==> src/hw/rtl/ttl_pkg.sv <==
`timescale 1ns / 1ps
`default_nettype none
// ----------------------------------------------------------------------------
// ttl_pkg
// Types and constants shared by the text token lexer modules.
// ----------------------------------------------------------------------------
package ttl_pkg;

	localparam int LINE_NO_W  = 24;
	localparam int FIFO_DEPTH = 4;

	typedef struct packed {
		logic [7:0] in_char;
		logic       is_end;
	} ttl_in_t;

	typedef struct packed {
		logic [2:0]           token_kind;
		logic [7:0]           text_byte;
		logic                 byte_valid;
		logic                 token_last;
		logic [1:0]           err_code;
		logic [LINE_NO_W-1:0] line_no;
	} ttl_out_t;

	typedef struct packed {
		logic not_empty;
		logic room_two;
	} ttl_fifo_stat_t;

	typedef enum logic [2:0] {
		MODE_SKIP,
		MODE_COMMENT,
		MODE_WORD,
		MODE_STRING,
		MODE_ESCAPE,
		MODE_QCHAR,
		MODE_QCLOSE
	} ttl_mode_t;

	localparam logic [2:0] KIND_EOF      = 3'd0;
	localparam logic [2:0] KIND_INT      = 3'd1;
	localparam logic [2:0] KIND_STR      = 3'd2;
	localparam logic [2:0] KIND_IDENT    = 3'd3;
	localparam logic [2:0] KIND_LABEL    = 3'd4;
	localparam logic [2:0] KIND_LABELREF = 3'd5;
	localparam logic [2:0] KIND_FLOAT    = 3'd6;
	localparam logic [2:0] KIND_PUNCT    = 3'd7;

	localparam logic [1:0] ERR_NONE    = 2'd0;
	localparam logic [1:0] ERR_EOF_STR = 2'd1;
	localparam logic [1:0] ERR_NL_STR  = 2'd2;

	localparam logic [7:0] CH_TAB    = 8'h09;
	localparam logic [7:0] CH_NL     = 8'h0A;
	localparam logic [7:0] CH_CR     = 8'h0D;
	localparam logic [7:0] CH_SPACE  = 8'h20;
	localparam logic [7:0] CH_SEMI   = 8'h3B;
	localparam logic [7:0] CH_DQUOTE = 8'h22;
	localparam logic [7:0] CH_SQUOTE = 8'h27;
	localparam logic [7:0] CH_BSLASH = 8'h5C;
	localparam logic [7:0] CH_DOLLAR = 8'h24;
	localparam logic [7:0] CH_COLON  = 8'h3A;
	localparam logic [7:0] CH_DOT    = 8'h2E;
	localparam logic [7:0] CH_MINUS  = 8'h2D;
	localparam logic [7:0] CH_UNDER  = 8'h5F;

	localparam logic [7:0] MAX_LEN_RESET = 8'd255;

endpackage
`default_nettype wire

==> src/hw/rtl/ttl_core.sv <==
`timescale 1ns / 1ps
`default_nettype none
// ----------------------------------------------------------------------------
// ttl_core
// Lexer state and per-byte mode update; yields up to two results per item.
// ----------------------------------------------------------------------------
module ttl_core #(
	parameter int LINE_BITS = 24
) (
	input  wire logic             clk,
	input  wire logic             arst_n,
	input  wire logic             fire,
	input  wire ttl_pkg::ttl_in_t item,
	input  wire logic [7:0]       max_len,
	output ttl_pkg::ttl_out_t     res [2],
	output logic [1:0]            res_n
);

	localparam int EXT_W = (LINE_BITS > ttl_pkg::LINE_NO_W) ? LINE_BITS : ttl_pkg::LINE_NO_W;

	ttl_pkg::ttl_mode_t   mode_q, mode_d;
	logic [2:0]           kind_q, kind_d;
	logic [7:0]           cnt_q, cnt_d;
	logic [LINE_BITS-1:0] line_q, line_d;
	logic [EXT_W-1:0]     line_ext;
	logic [ttl_pkg::LINE_NO_W-1:0] line_no;

	logic [7:0] c;
	logic       eoi;
	logic       sp;
	logic       fresh;
	logic       wk_ok;
	logic [2:0] wk;

	function automatic ttl_pkg::ttl_out_t mk(input logic [2:0] k, input logic [7:0] b,
			input logic v, input logic l, input logic [1:0] e,
			input logic [ttl_pkg::LINE_NO_W-1:0] ln);
		ttl_pkg::ttl_out_t r;
		r.token_kind = k;
		r.text_byte  = b;
		r.byte_valid = v;
		r.token_last = l;
		r.err_code   = e;
		r.line_no    = ln;
		return r;
	endfunction

	assign c   = item.in_char;
	assign eoi = item.is_end;
	assign sp  = (c == ttl_pkg::CH_TAB) || (c == ttl_pkg::CH_NL) ||
	             (c == ttl_pkg::CH_CR) || (c == ttl_pkg::CH_SPACE);

	// count the newline before anything is emitted
	assign line_d   = (!eoi && c == ttl_pkg::CH_NL && !(&line_q)) ? line_q + 1'b1 : line_q;
	assign line_ext = EXT_W'(line_d);
	assign line_no  = line_ext[ttl_pkg::LINE_NO_W-1:0];

	always_comb begin
		wk_ok = 1'b1;
		wk    = ttl_pkg::KIND_PUNCT;
		if (c == ttl_pkg::CH_DOLLAR) begin
			wk = ttl_pkg::KIND_LABELREF;
		end else if (c == ttl_pkg::CH_COLON) begin
			wk = ttl_pkg::KIND_LABEL;
		end else if (c == ttl_pkg::CH_DOT) begin
			wk = ttl_pkg::KIND_FLOAT;
		end else if (c == ttl_pkg::CH_MINUS || c inside {[8'h30:8'h39]}) begin
			wk = ttl_pkg::KIND_INT;
		end else if (c inside {[8'h41:8'h5A], [8'h61:8'h7A]} || c == ttl_pkg::CH_UNDER) begin
			wk = ttl_pkg::KIND_IDENT;
		end else begin
			wk_ok = 1'b0;
		end
	end

	always_comb begin
		res[0] = '0;
		res[1] = '0;
		res_n  = 2'd0;
		mode_d = mode_q;
		kind_d = kind_q;
		cnt_d  = cnt_q;
		fresh  = 1'b0;
		case (mode_q)
			ttl_pkg::MODE_WORD: begin
				if (eoi || sp || c == ttl_pkg::CH_SEMI) begin
					res[0] = mk(kind_q, 8'd0, 1'b0, 1'b1, ttl_pkg::ERR_NONE, line_no);
					res_n  = 2'd1;
					mode_d = ttl_pkg::MODE_SKIP;
					fresh  = 1'b1;
				end else if (cnt_q < max_len) begin
					res[0] = mk(kind_q, c, 1'b1, 1'b0, ttl_pkg::ERR_NONE, line_no);
					res_n  = 2'd1;
					cnt_d  = cnt_q + 8'd1;
				end
			end
			ttl_pkg::MODE_STRING, ttl_pkg::MODE_ESCAPE: begin
				if (eoi) begin
					res[0] = mk(ttl_pkg::KIND_STR, 8'd0, 1'b0, 1'b1, ttl_pkg::ERR_EOF_STR,
					            line_no);
					res[1] = mk(ttl_pkg::KIND_EOF, 8'd0, 1'b0, 1'b1, ttl_pkg::ERR_NONE, line_no);
					res_n  = 2'd2;
					mode_d = ttl_pkg::MODE_SKIP;
				end else if (mode_q == ttl_pkg::MODE_ESCAPE ||
				             !(c == ttl_pkg::CH_DQUOTE || c == ttl_pkg::CH_NL ||
				               c == ttl_pkg::CH_BSLASH)) begin
					// escaped or ordinary byte: keep it while under the limit
					if (cnt_q < max_len) begin
						res[0] = mk(ttl_pkg::KIND_STR, c, 1'b1, 1'b0, ttl_pkg::ERR_NONE, line_no);
						res_n  = 2'd1;
						cnt_d  = cnt_q + 8'd1;
					end
					mode_d = ttl_pkg::MODE_STRING;
				end else if (c == ttl_pkg::CH_DQUOTE) begin
					res[0] = mk(ttl_pkg::KIND_STR, 8'd0, 1'b0, 1'b1, ttl_pkg::ERR_NONE, line_no);
					res_n  = 2'd1;
					mode_d = ttl_pkg::MODE_SKIP;
				end else if (c == ttl_pkg::CH_NL) begin
					res[0] = mk(ttl_pkg::KIND_STR, 8'd0, 1'b0, 1'b1, ttl_pkg::ERR_NL_STR,
					            line_no);
					res_n  = 2'd1;
					mode_d = ttl_pkg::MODE_SKIP;
				end else begin
					mode_d = ttl_pkg::MODE_ESCAPE;
				end
			end
			ttl_pkg::MODE_QCHAR: begin
				if (eoi) begin
					res[0] = mk(ttl_pkg::KIND_EOF, 8'd0, 1'b0, 1'b1, ttl_pkg::ERR_NONE, line_no);
					mode_d = ttl_pkg::MODE_SKIP;
				end else begin
					res[0] = mk(ttl_pkg::KIND_INT, c, 1'b1, 1'b1, ttl_pkg::ERR_NONE, line_no);
					mode_d = ttl_pkg::MODE_QCLOSE;
				end
				res_n = 2'd1;
			end
			ttl_pkg::MODE_QCLOSE: begin
				// consume the closing byte whatever it is
				if (eoi) begin
					res[0] = mk(ttl_pkg::KIND_EOF, 8'd0, 1'b0, 1'b1, ttl_pkg::ERR_NONE, line_no);
					res_n  = 2'd1;
				end
				mode_d = ttl_pkg::MODE_SKIP;
			end
			ttl_pkg::MODE_COMMENT: begin
				if (eoi) begin
					res[0] = mk(ttl_pkg::KIND_EOF, 8'd0, 1'b0, 1'b1, ttl_pkg::ERR_NONE, line_no);
					res_n  = 2'd1;
					mode_d = ttl_pkg::MODE_SKIP;
				end else if (c == ttl_pkg::CH_NL) begin
					mode_d = ttl_pkg::MODE_SKIP;
				end
			end
			default: begin
				mode_d = ttl_pkg::MODE_SKIP;
				fresh  = 1'b1;
			end
		endcase

		// start of a token; a word close may already sit in slot 0
		if (fresh) begin
			if (eoi) begin
				res[res_n[0]] = mk(ttl_pkg::KIND_EOF, 8'd0, 1'b0, 1'b1, ttl_pkg::ERR_NONE,
				                   line_no);
				res_n = res_n + 2'd1;
			end else if (sp) begin
				mode_d = ttl_pkg::MODE_SKIP;
			end else if (c == ttl_pkg::CH_SEMI) begin
				mode_d = ttl_pkg::MODE_COMMENT;
			end else if (c == ttl_pkg::CH_SQUOTE) begin
				mode_d = ttl_pkg::MODE_QCHAR;
			end else if (c == ttl_pkg::CH_DQUOTE) begin
				cnt_d  = 8'd0;
				mode_d = ttl_pkg::MODE_STRING;
			end else if (wk_ok) begin
				kind_d = wk;
				mode_d = ttl_pkg::MODE_WORD;
				if (max_len != 8'd0) begin
					res[res_n[0]] = mk(wk, c, 1'b1, 1'b0, ttl_pkg::ERR_NONE, line_no);
					res_n = res_n + 2'd1;
					cnt_d = 8'd1;
				end else begin
					cnt_d = 8'd0;
				end
			end else begin
				res[res_n[0]] = mk(ttl_pkg::KIND_PUNCT, c, 1'b1, 1'b1, ttl_pkg::ERR_NONE,
				                   line_no);
				res_n = res_n + 2'd1;
			end
		end
	end

	always_ff @(posedge clk or negedge arst_n) begin
		if (!arst_n) begin
			mode_q <= ttl_pkg::MODE_SKIP;
			kind_q <= 3'd0;
			cnt_q  <= 8'd0;
			line_q <= '0;
		end else if (fire) begin
			mode_q <= mode_d;
			kind_q <= kind_d;
			cnt_q  <= cnt_d;
			line_q <= line_d;
		end
	end

endmodule
`default_nettype wire

==> src/hw/rtl/ttl_fifo.sv <==
`timescale 1ns / 1ps
`default_nettype none
// ----------------------------------------------------------------------------
// ttl_fifo
// Result queue: takes zero, one or two results per cycle, hands out one.
// ----------------------------------------------------------------------------
module ttl_fifo #(
	parameter int DEPTH = 4
) (
	input  wire logic              clk,
	input  wire logic              arst_n,
	input  wire logic [1:0]        push_n,
	input  wire ttl_pkg::ttl_out_t push_data [2],
	input  wire logic              pop,
	output ttl_pkg::ttl_out_t      head,
	output ttl_pkg::ttl_fifo_stat_t stat
);

	localparam int PTR_W = (DEPTH > 1) ? $clog2(DEPTH) : 1;
	localparam int CNT_W = $clog2(DEPTH + 1);

	ttl_pkg::ttl_out_t mem_q [DEPTH];
	logic [PTR_W-1:0]  wr_q, rd_q, wr_nx;
	logic [CNT_W-1:0]  count_q;

	function automatic logic [PTR_W-1:0] nxt(input logic [PTR_W-1:0] p);
		return (p == PTR_W'(DEPTH - 1)) ? '0 : p + 1'b1;
	endfunction

	assign wr_nx = nxt(wr_q);
	assign head  = mem_q[rd_q];

	assign stat.not_empty = (count_q != '0);
	assign stat.room_two  = (count_q <= CNT_W'(DEPTH - 2));

	always_ff @(posedge clk) begin
		if (push_n != 2'd0) begin
			mem_q[wr_q] <= push_data[0];
		end
		if (push_n == 2'd2) begin
			mem_q[wr_nx] <= push_data[1];
		end
	end

	always_ff @(posedge clk or negedge arst_n) begin
		if (!arst_n) begin
			wr_q    <= '0;
			rd_q    <= '0;
			count_q <= '0;
		end else begin
			case (push_n)
				2'd1:    wr_q <= wr_nx;
				2'd2:    wr_q <= nxt(wr_nx);
				default: wr_q <= wr_q;
			endcase
			if (pop) begin
				rd_q <= nxt(rd_q);
			end
			count_q <= count_q + CNT_W'(push_n) - CNT_W'(pop);
		end
	end

endmodule
`default_nettype wire

==> src/hw/rtl/text_token_lexer_top.sv <==
`timescale 1ns / 1ps
`default_nettype none
// ----------------------------------------------------------------------------
// text_token_lexer_top
// Streaming tokenizer: one text byte or end mark in, token bytes out.
// ----------------------------------------------------------------------------
// One byte enters per cycle into an item register unless that register holds.
// The lexer then updates its mode and writes up to two results into a four-entry
// result queue. The first result of an item passes from the item register through
// the lexer into the result queue, whose head is the output. The output side moves
// one result per cycle while tok_stall is low. Bytes that give at most one result
// flow at one per cycle while the output is not stalled. Only the end mark that
// closes a word or cuts a string gives two results. The item register holds when
// the queue has fewer than two free entries. The user must write max_text_len
// through cfg only while the block is idle; the block does not enforce this.
module text_token_lexer_top #(
	parameter int LINE_BITS = 24
) (
	input  wire logic              clk,
	input  wire logic              arst_n,
	input  wire logic              char_valid,
	output logic                   char_stall,
	input  wire ttl_pkg::ttl_in_t  char_data,
	output logic                   tok_valid,
	input  wire logic              tok_stall,
	output ttl_pkg::ttl_out_t      tok_data,
	input  wire logic              cfg_valid,
	output logic                   cfg_ready,
	input  wire logic [7:0]        cfg_data
);

	logic              valid_s1;
	ttl_pkg::ttl_in_t  item_s1;
	logic              fire_s1;
	logic              take;
	logic [7:0]        max_len_q;
	ttl_pkg::ttl_out_t res [2];
	logic [1:0]        res_n;
	logic [1:0]        push_n;
	ttl_pkg::ttl_fifo_stat_t stat;

	assign cfg_ready  = 1'b1;
	assign fire_s1    = valid_s1 && stat.room_two;
	assign char_stall = valid_s1 && !stat.room_two;
	assign take       = char_valid && !char_stall;
	assign push_n     = fire_s1 ? res_n : 2'd0;
	assign tok_valid  = stat.not_empty;

	always_ff @(posedge clk or negedge arst_n) begin
		if (!arst_n) begin
			max_len_q <= ttl_pkg::MAX_LEN_RESET;
		end else if (cfg_valid && cfg_ready) begin
			max_len_q <= cfg_data;
		end
	end

	always_ff @(posedge clk or negedge arst_n) begin
		if (!arst_n) begin
			valid_s1 <= 1'b0;
		end else if (take) begin
			valid_s1 <= 1'b1;
		end else if (fire_s1) begin
			valid_s1 <= 1'b0;
		end
	end

	always_ff @(posedge clk) begin
		if (take) begin
			item_s1 <= char_data;
		end
	end

	ttl_core #(
		.LINE_BITS(LINE_BITS)
	) u_core (
		.clk     (clk),
		.arst_n  (arst_n),
		.fire    (fire_s1),
		.item    (item_s1),
		.max_len (max_len_q),
		.res     (res),
		.res_n   (res_n)
	);

	ttl_fifo #(
		.DEPTH(ttl_pkg::FIFO_DEPTH)
	) u_fifo (
		.clk       (clk),
		.arst_n    (arst_n),
		.push_n    (push_n),
		.push_data (res),
		.pop       (tok_valid && !tok_stall),
		.head      (tok_data),
		.stat      (stat)
	);

	// an accepted byte is held in the item register on the next cycle
	a_item_held: assert property (@(posedge clk) disable iff (!arst_n)
		take |=> valid_s1)
		else $error("accepted byte lost from item register");

	// results without a text byte always close a token
	a_close_last: assert property (@(posedge clk) disable iff (!arst_n)
		(tok_valid && !tok_data.byte_valid) |-> tok_data.token_last)
		else $error("empty result does not close token");

	// errors are reported only on a string close
	a_err_str: assert property (@(posedge clk) disable iff (!arst_n)
		(tok_valid && tok_data.err_code != ttl_pkg::ERR_NONE) |->
		(tok_data.token_kind == ttl_pkg::KIND_STR && tok_data.token_last))
		else $error("error code outside string close");

	// the queue is never asked to take more than it has room for
	a_no_overflow: assert property (@(posedge clk) disable iff (!arst_n)
		(push_n != 2'd0) |-> stat.room_two)
		else $error("result queue overflow");

endmodule
`default_nettype wire
==> config.mk <==
export PLATFORM = sky130hd
export DESIGN_NAME = text_token_lexer_top
export DESIGN_NICKNAME = d
export VERILOG_FILES = /design/src/hw/rtl/ttl_pkg.sv /design/src/hw/rtl/ttl_core.sv /design/src/hw/rtl/ttl_fifo.sv /design/src/hw/rtl/text_token_lexer_top.sv
export SDC_FILE = /design/constraint.sdc
export NUM_CORES = 1
export LEC_CHECK = 0
export ABC_CLOCK_PERIOD_IN_PS = 7800
export BUFFER_PORTS_ARGS = -buffer_cell sky130_fd_sc_hd__buf_2
export CELL_PAD_IN_SITES_DETAIL_PLACEMENT = 2
export CELL_PAD_IN_SITES_GLOBAL_PLACEMENT = 2
export CORE_ASPECT_RATIO = 0.7
export CORE_MARGIN = 10
export CORE_UTILIZATION = 42
export DETAILED_ROUTE_END_ITERATION = 8
export PLACE_DENSITY = 0.89
export SYNTH_ARGS = -nofsm -noshare
export SYNTH_HDL_FRONTEND = slang
export SYNTH_SLANG_ARGS = --single-unit
==> constraint.sdc <==
create_clock -name clk -period 7.8 [get_ports clk]
set_input_delay 0.39 -clock clk [delete_from_list [all_inputs] [get_ports clk]]
set_output_delay 0.39 -clock clk [all_outputs]
set_load 0.02 [all_outputs]
# ---- Word level (Yosys, flattened, before mapping)
# Memories as Yosys holds them, arrays and structs flattened.
# Index checks and enable logic that the tools add are counted.
dict set report totals {
  reg_bits 63
  latch_bits 0
  mem_bits_rw 156
  romBits 0
  inputBits 22
  output_inout_bits 42
  elab_cells 190
  mem_count 1
}
# memory depth word_bits rd rd_ports_with_merged_regs write_ports line
set mem_list {}
lappend mem_list {u_fifo.mem_q 4 39 1 0 2 ttl_fifo.sv:22} ;# ttl_pkg::ttl_out_t mem_q [DEPTH];
dict set report classes {
  addsub 8
  multipliers 0
  n_div 0
  magnitude_cmp 10
  n_eq_ne 24
  shifts 0
  muxes 93
  n_bitwise 6
  n_reduce_logical 37
}
# op count
set op_table {}
lappend op_table {{$mux W78} 8}
lappend op_table {{$mux W39} 7}
lappend op_table {{$bwmux W78} 3}
lappend op_table {{$pmux W39 S4} 1}
lappend op_table {{$mux W8} 11}
lappend op_table {{$mux W38} 2}
lappend op_table {{$eq A8 B6 Y1 const B} 8}
lappend op_table {{$mux W3} 20}
lappend op_table {{$demux W39 S1} 1}
lappend op_table {{$mux W37} 1}
lappend op_table {{$mux W2} 16}
lappend op_table {{$mux W27} 1}
lappend op_table {{$add A24 B1 Y24 const B} 1}
lappend op_table {{$eq A8 B4 Y1 const B} 3}
lappend op_table {{$mux W24} 1}
lappend op_table {{$reduce_and A24 Y1} 1}
lappend op_table {{$eq A8 B7 Y1 const B} 2}
lappend op_table {{$ge A8 B7 Y1 const B} 2}
lappend op_table {{$le A8 B7 Y1 const B} 2}
lappend op_table {{$mux W1} 16}
lappend op_table {{$pmux W8 S2} 1}
lappend op_table {{$pmux W3 S4} 1}
lappend op_table {{$logic_and A1 B1 Y1} 10}
lappend op_table {{$logic_or A1 B1 Y1} 10}
lappend op_table {{27 further kinds} 49}

# ---- Depth between registers and ports, before layout
dict set report logic_depth {
  depth_word 22
  mapped_depth 18
  mapped_depth_nobuf 17
}

# ---- Cells and area by module
# A second synthesis with hierarchy kept.
dict set report unflattened {
  cells_unflattened 1001
  hier_area_um2 12723.5
}
# module n_inst cells_per_inst area_each_um2 seq_area_each_um2
set modules_own_cells {}
lappend modules_own_cells {ttl_fifo 1 433 8060.2 4859.7}
lappend modules_own_cells {ttl_core 1 531 3967.6 950.9}
lappend modules_own_cells {text_token_lexer_top 1 37 695.7 505.5}

# ---- Least setup slack after synthesis
# Ideal clock, no wire load.
dict set report synth_timing {
  kind {register to register}
  start {reg max_len_q[2]}
  end {mem u_fifo.mem_q[2][0] (netlist name) (enable)}
  setup_ps 489
  t_arrival_ps 5694
  required_ps 7311
  slack_ps 1616
  stages_incl_launch_ff 14
  n_path_buf 0
  period_less_slack_ps 6184
  cell_sequence {dfstp_2 -> inv_1 -> ha_1 -> a211oi_1 -> o21ai_0 -> a211oi_1 -> o21a_1 -> a211o_1 -> inv_1 -> ha_1 -> nand2_1 -> a21o_1 -> ha_1 -> o21ai_0}
}
# element line
set synth_rtl {}
lappend synth_rtl {{start, declared} text_token_lexer_top.sv:36} ;# logic [7:0] max_len_q;
lappend synth_rtl {{start signal, assigned} text_token_lexer_top.sv:51} ;# max_len_q <= ttl_pkg::MAX_LEN_RESET;
lappend synth_rtl {{start signal, assigned} text_token_lexer_top.sv:53} ;# max_len_q <= cfg_data;
lappend synth_rtl {{end, declared} ttl_fifo.sv:22}

==> out/metrics.yaml <==
synth:
  ys_types: 83
  synth_simple_gate_area_frac: 0.1462
  syn_inst: 1099
  synth_mux_area_frac: 0.09100
  synth_edf_count: 165
  ys_ff_latch: 219
  ys_seq_area_frac: 0.5173
  synth-compound-area-share: 0.1540
  yosys_warnings: 0
  synth_xor_area_frac: 0.02080
  avgSynthCellArea_sq_um: 11.11
  synth_ff_type: "edfxtp_1"
  synth_area_sq_um: 12210
  synth_top_family_by_area: "compound AO/OA/AOI/OAI gates"
  synth-adder-area-share: 0.02828
  ys_async_sr_fraction: 0.2466
  synth_nets: 1148
final_layout:
  final_cells: 1514
  fin_nets: 1168
  diodes: 0
  drive_above_1_share: 0.1787
  fin_util: 0.4723
  syn_to_final_growth_pct: 11.24
  fillCellCount: 2870
  final_cell_mix: "165 x edfxtp_1, 83 x nor2_1, 77 x nand2_1, 77 x o21ai_0, 74 x a21oi_1"
  final_common_cell: "edfxtp_1"
placed_design:
  dp_cells: 1469
  post-place-ws_ns: 2.191
  place_congestion: 0.8672
  numPortBuffers: 62
  hpwl_mm: 31.53
global_routing:
  overflow: 0
  grt_max_degree: 55
  track_usage: 0.2669
  antenna_found_initial: 0
  grt_pass1_wl_mm: 73.95
  first_global_vias: 10680
clocking:
  cts_buffer_depth: 3
  clk_latency_ns: 0.56
  root_buffer: "clkbuf_16"
  clkSinkCount: 219
  clk_pin_slew_worst_paths_ns: 0.07
  cts_tree: "yes"
  cts_made_buffers: 24
  htreeDepth: 1
floorplan:
  die_area_sq_um: 36400
  die_y_um: 162.7
  die_width_um: 223.8
  core_sq_um: 28760
  start_util: 0.4246
  rows: 52
  io_pins: 64
routing:
  wl_per_cell_um: 32.49
  ant_nets: 0
  vias_per_cell: 6.633
  drc: 0
  wirelength_mm: 49.19
  firstDrtPassIters: 9
  via_count: 10040
  drtIter0Drc: 1194
hold_path:
  hold_class: "in2async"
timing:
  max_slew_margin: 0.1572
  min_period_ns: 5.852
  tns_ns: 0
  finalClockSkew_ns: 0.01703
  drv_slew: 0
  fin_crit_sh: 0.7503
  finalSetupViolCount: 0
  hold_viol: 0
  fmax_mhz: 170.9
  rsz0062_at_grt: "no"
  max_slew.worst_pin.slew_ns: 1.251
  setup_ws_ns: 1.948
power:
  p_leak_nw: 5.075
  power_frac_seq: 0.366
  ir_drop_v: 0.0001961
  powerDensity_nw_per_um2: 371.2
  p_int_w: 0.002952
  p_switching_w: 0.002090
  clkPwrFrac: 0.237
  sw_frac_of_total: 0.4146
  p_comb_frac: 0.398
setup_path:
  slowest_stage: "and2_1"
  worstSetupPathType: "reg2reg"
  crit_fanout: 21
  cp-start-kind: "flip-flop"
  cp-end-kind: "flip-flop"
  crit_chain: "nor4b_2, nand3_1, nand4_1, o21a_1, a211o_1, inv_1, ha_1, nand2_1, a21oi_1, ha_1, and2_1, nor2_1, o21bai_1"
  required_ns: 8.07
  slowest_delay_ns: 0.96
  worstPathArrival_ns: 6.12
  crit_top_cell: "ha_1"
run_status:
  outcome: "finished, final reports clean"
flow_run:
  maxCapViolCount: 0
metrics by stage:
step / area (sq um) / power, W / hold WS, ns
floorplan: 12210 / 0.003047 / 0.09441
global placement: 12790 / 0.003592 / 0.4915
detailed placement: 12790 / 0.003762 / 0.5148
CTS: 13580 / 0.005019 / 0.003229
global route: 13580 / 0.005227 / 0.006925
finish: 13580 / 0.005042 / 0.01632
final cells by class:
| cell class | instances | area [sq um] | share of cell area |
|---|---|---|---|
| multi-input cells | 756 | 5425 | 0.3994 |
| inverters | 37 | 138.9 | 0.01023 |
| flip-flops and latches | 219 | 6319 | 0.4652 |
| well taps | 378 | 473.0 | 0.03482 |
| clock buffers | 32 | 630.6 | 0.04643 |
| clock inverters | 11 | 137.6 | 0.01013 |
| repair buffers | 81 | 457.9 | 0.03372 |
state kept, by name, summed over array words and instances (netlist names):
| name | cells |
|---|---|
| item_s1 | 9 |
| max_len_q | 8 |
| u_core.cnt_q | 8 |
| u_core.kind_q | 3 |
| u_core.line_q | 24 |
| u_core.mode_q | 3 |
| u_fifo.count_q | 3 |
| u_fifo.mem_q | 156 |
| u_fifo.rd_q | 2 |
| u_fifo.wr_q | 2 |
| valid_s1 | 1 |
power by group through the flow:
stage / Sequential [W] / Clock, W / Combinational [W]
global placement: 0.00179 / 0 / 0.00180
detailed placement: 0.00184 / 0 / 0.00192
finish: 0.00184 / 0.00119 / 0.00200
global route: 0.00186 / 0.00125 / 0.00212
CTS: 0.00183 / 0.00120 / 0.00199
floorplan: 0.00171 / 0 / 0.00134
kinds of logic (layout without fill, tap and decap cells):
family	count (synthesis)	in the layout
AOI/OAI and AO/OA	288	288
other	1	1
buffers and inverters	124	161
and+or+nand+nor	350	350
DFF	219	219
muxes	61	61
adders and majority gates	27	27
xor gates and xnor gates	29	29
synthesized netlist by cell type, types with 8 or more instances:
library cell  count  area, sq um
a21oi_1          74        370.4
a22o_1           17        148.9
a31oi_1          13        81.33
and2_1           34        212.7
and3_1            8        50.05
buf_2             8        40.04
clkbuf_1         67        251.5
dfrtp_1          46         1151
dfstp_2           8        210.2
edfxtp_1        165         4955
ha_1             26        325.3
inv_1            35        131.4
mux2_2           10        112.6
mux2i_1          12        120.1
mux4_2           39        878.3
nand2_1          77        289.0
nand2b_1         11        68.82
nand3_1          33        165.2
nand4_1          19        118.9
nor2_1           83        311.6
nor2b_1          10        62.56
nor3_1           30        150.1
o21ai_0          81        405.4
o21ai_1          10        50.05
o22ai_1          10        62.56
xnor2_1          11        96.34
xor2_1           18        157.7
metal layers:
layer / wire [um] / track usage / vias up
met5: 0 / 0 / -
met3: 4579 / 0.06851 / 96
li1: - / - / 4176
met4: 1351 / 0.07565 / 0
met2: 23410 / 0.4348 / 521
met1: 19850 / 0.3456 / 5250
worst paths after layout:
kind                                            endpoint  slack [ns]                   startpoint  cells past startpoint
hold / removal              u_core.line_q[9]$_DFFE_PN0P_        0.02                       arst_n                      2
min in group clk                    item_s1[2]$_DFFE_PP_        0.02                 char_data[2]                      1
hold reg to reg              u_core.cnt_q[7]$_DFFE_PN0P_        0.52  u_core.cnt_q[7]$_DFFE_PN0P_                      1
setup / recovery           u_fifo.mem_q[0][27]$_DFFE_PP_        1.95         item_s1[1]$_DFFE_PP_                     13
setup reg to reg           u_fifo.mem_q[0][27]$_DFFE_PP_        1.95         item_s1[1]$_DFFE_PP_                     13
max in group asynchronous     u_fifo.rd_q[1]$_DFFE_PN0P_        7.19                       arst_n                      2
what timing repair did:
action / CTS / global route
hold buffers: 2 / 0
endpoints found under the setup margin: 0 / 0
endpoints found under the hold margin: 2 / 0
setup buffers: 0 / 0
resized for setup: 0 / 0
critical path, delay by kind of cell, from the launching register on:
| family | cells | cell delay, ns |
|---|---|---|
| AOI/OAI and AO/OA | 4 | 1.17 |
| and+or+nand+nor | 6 | 2.92 |
| adders and majority gates | 2 | 0.69 |
| DFF | 1 | 0.69 |
| buffers and inverters | 1 | 0.10 |
Power figures use the tool's default switching activity.
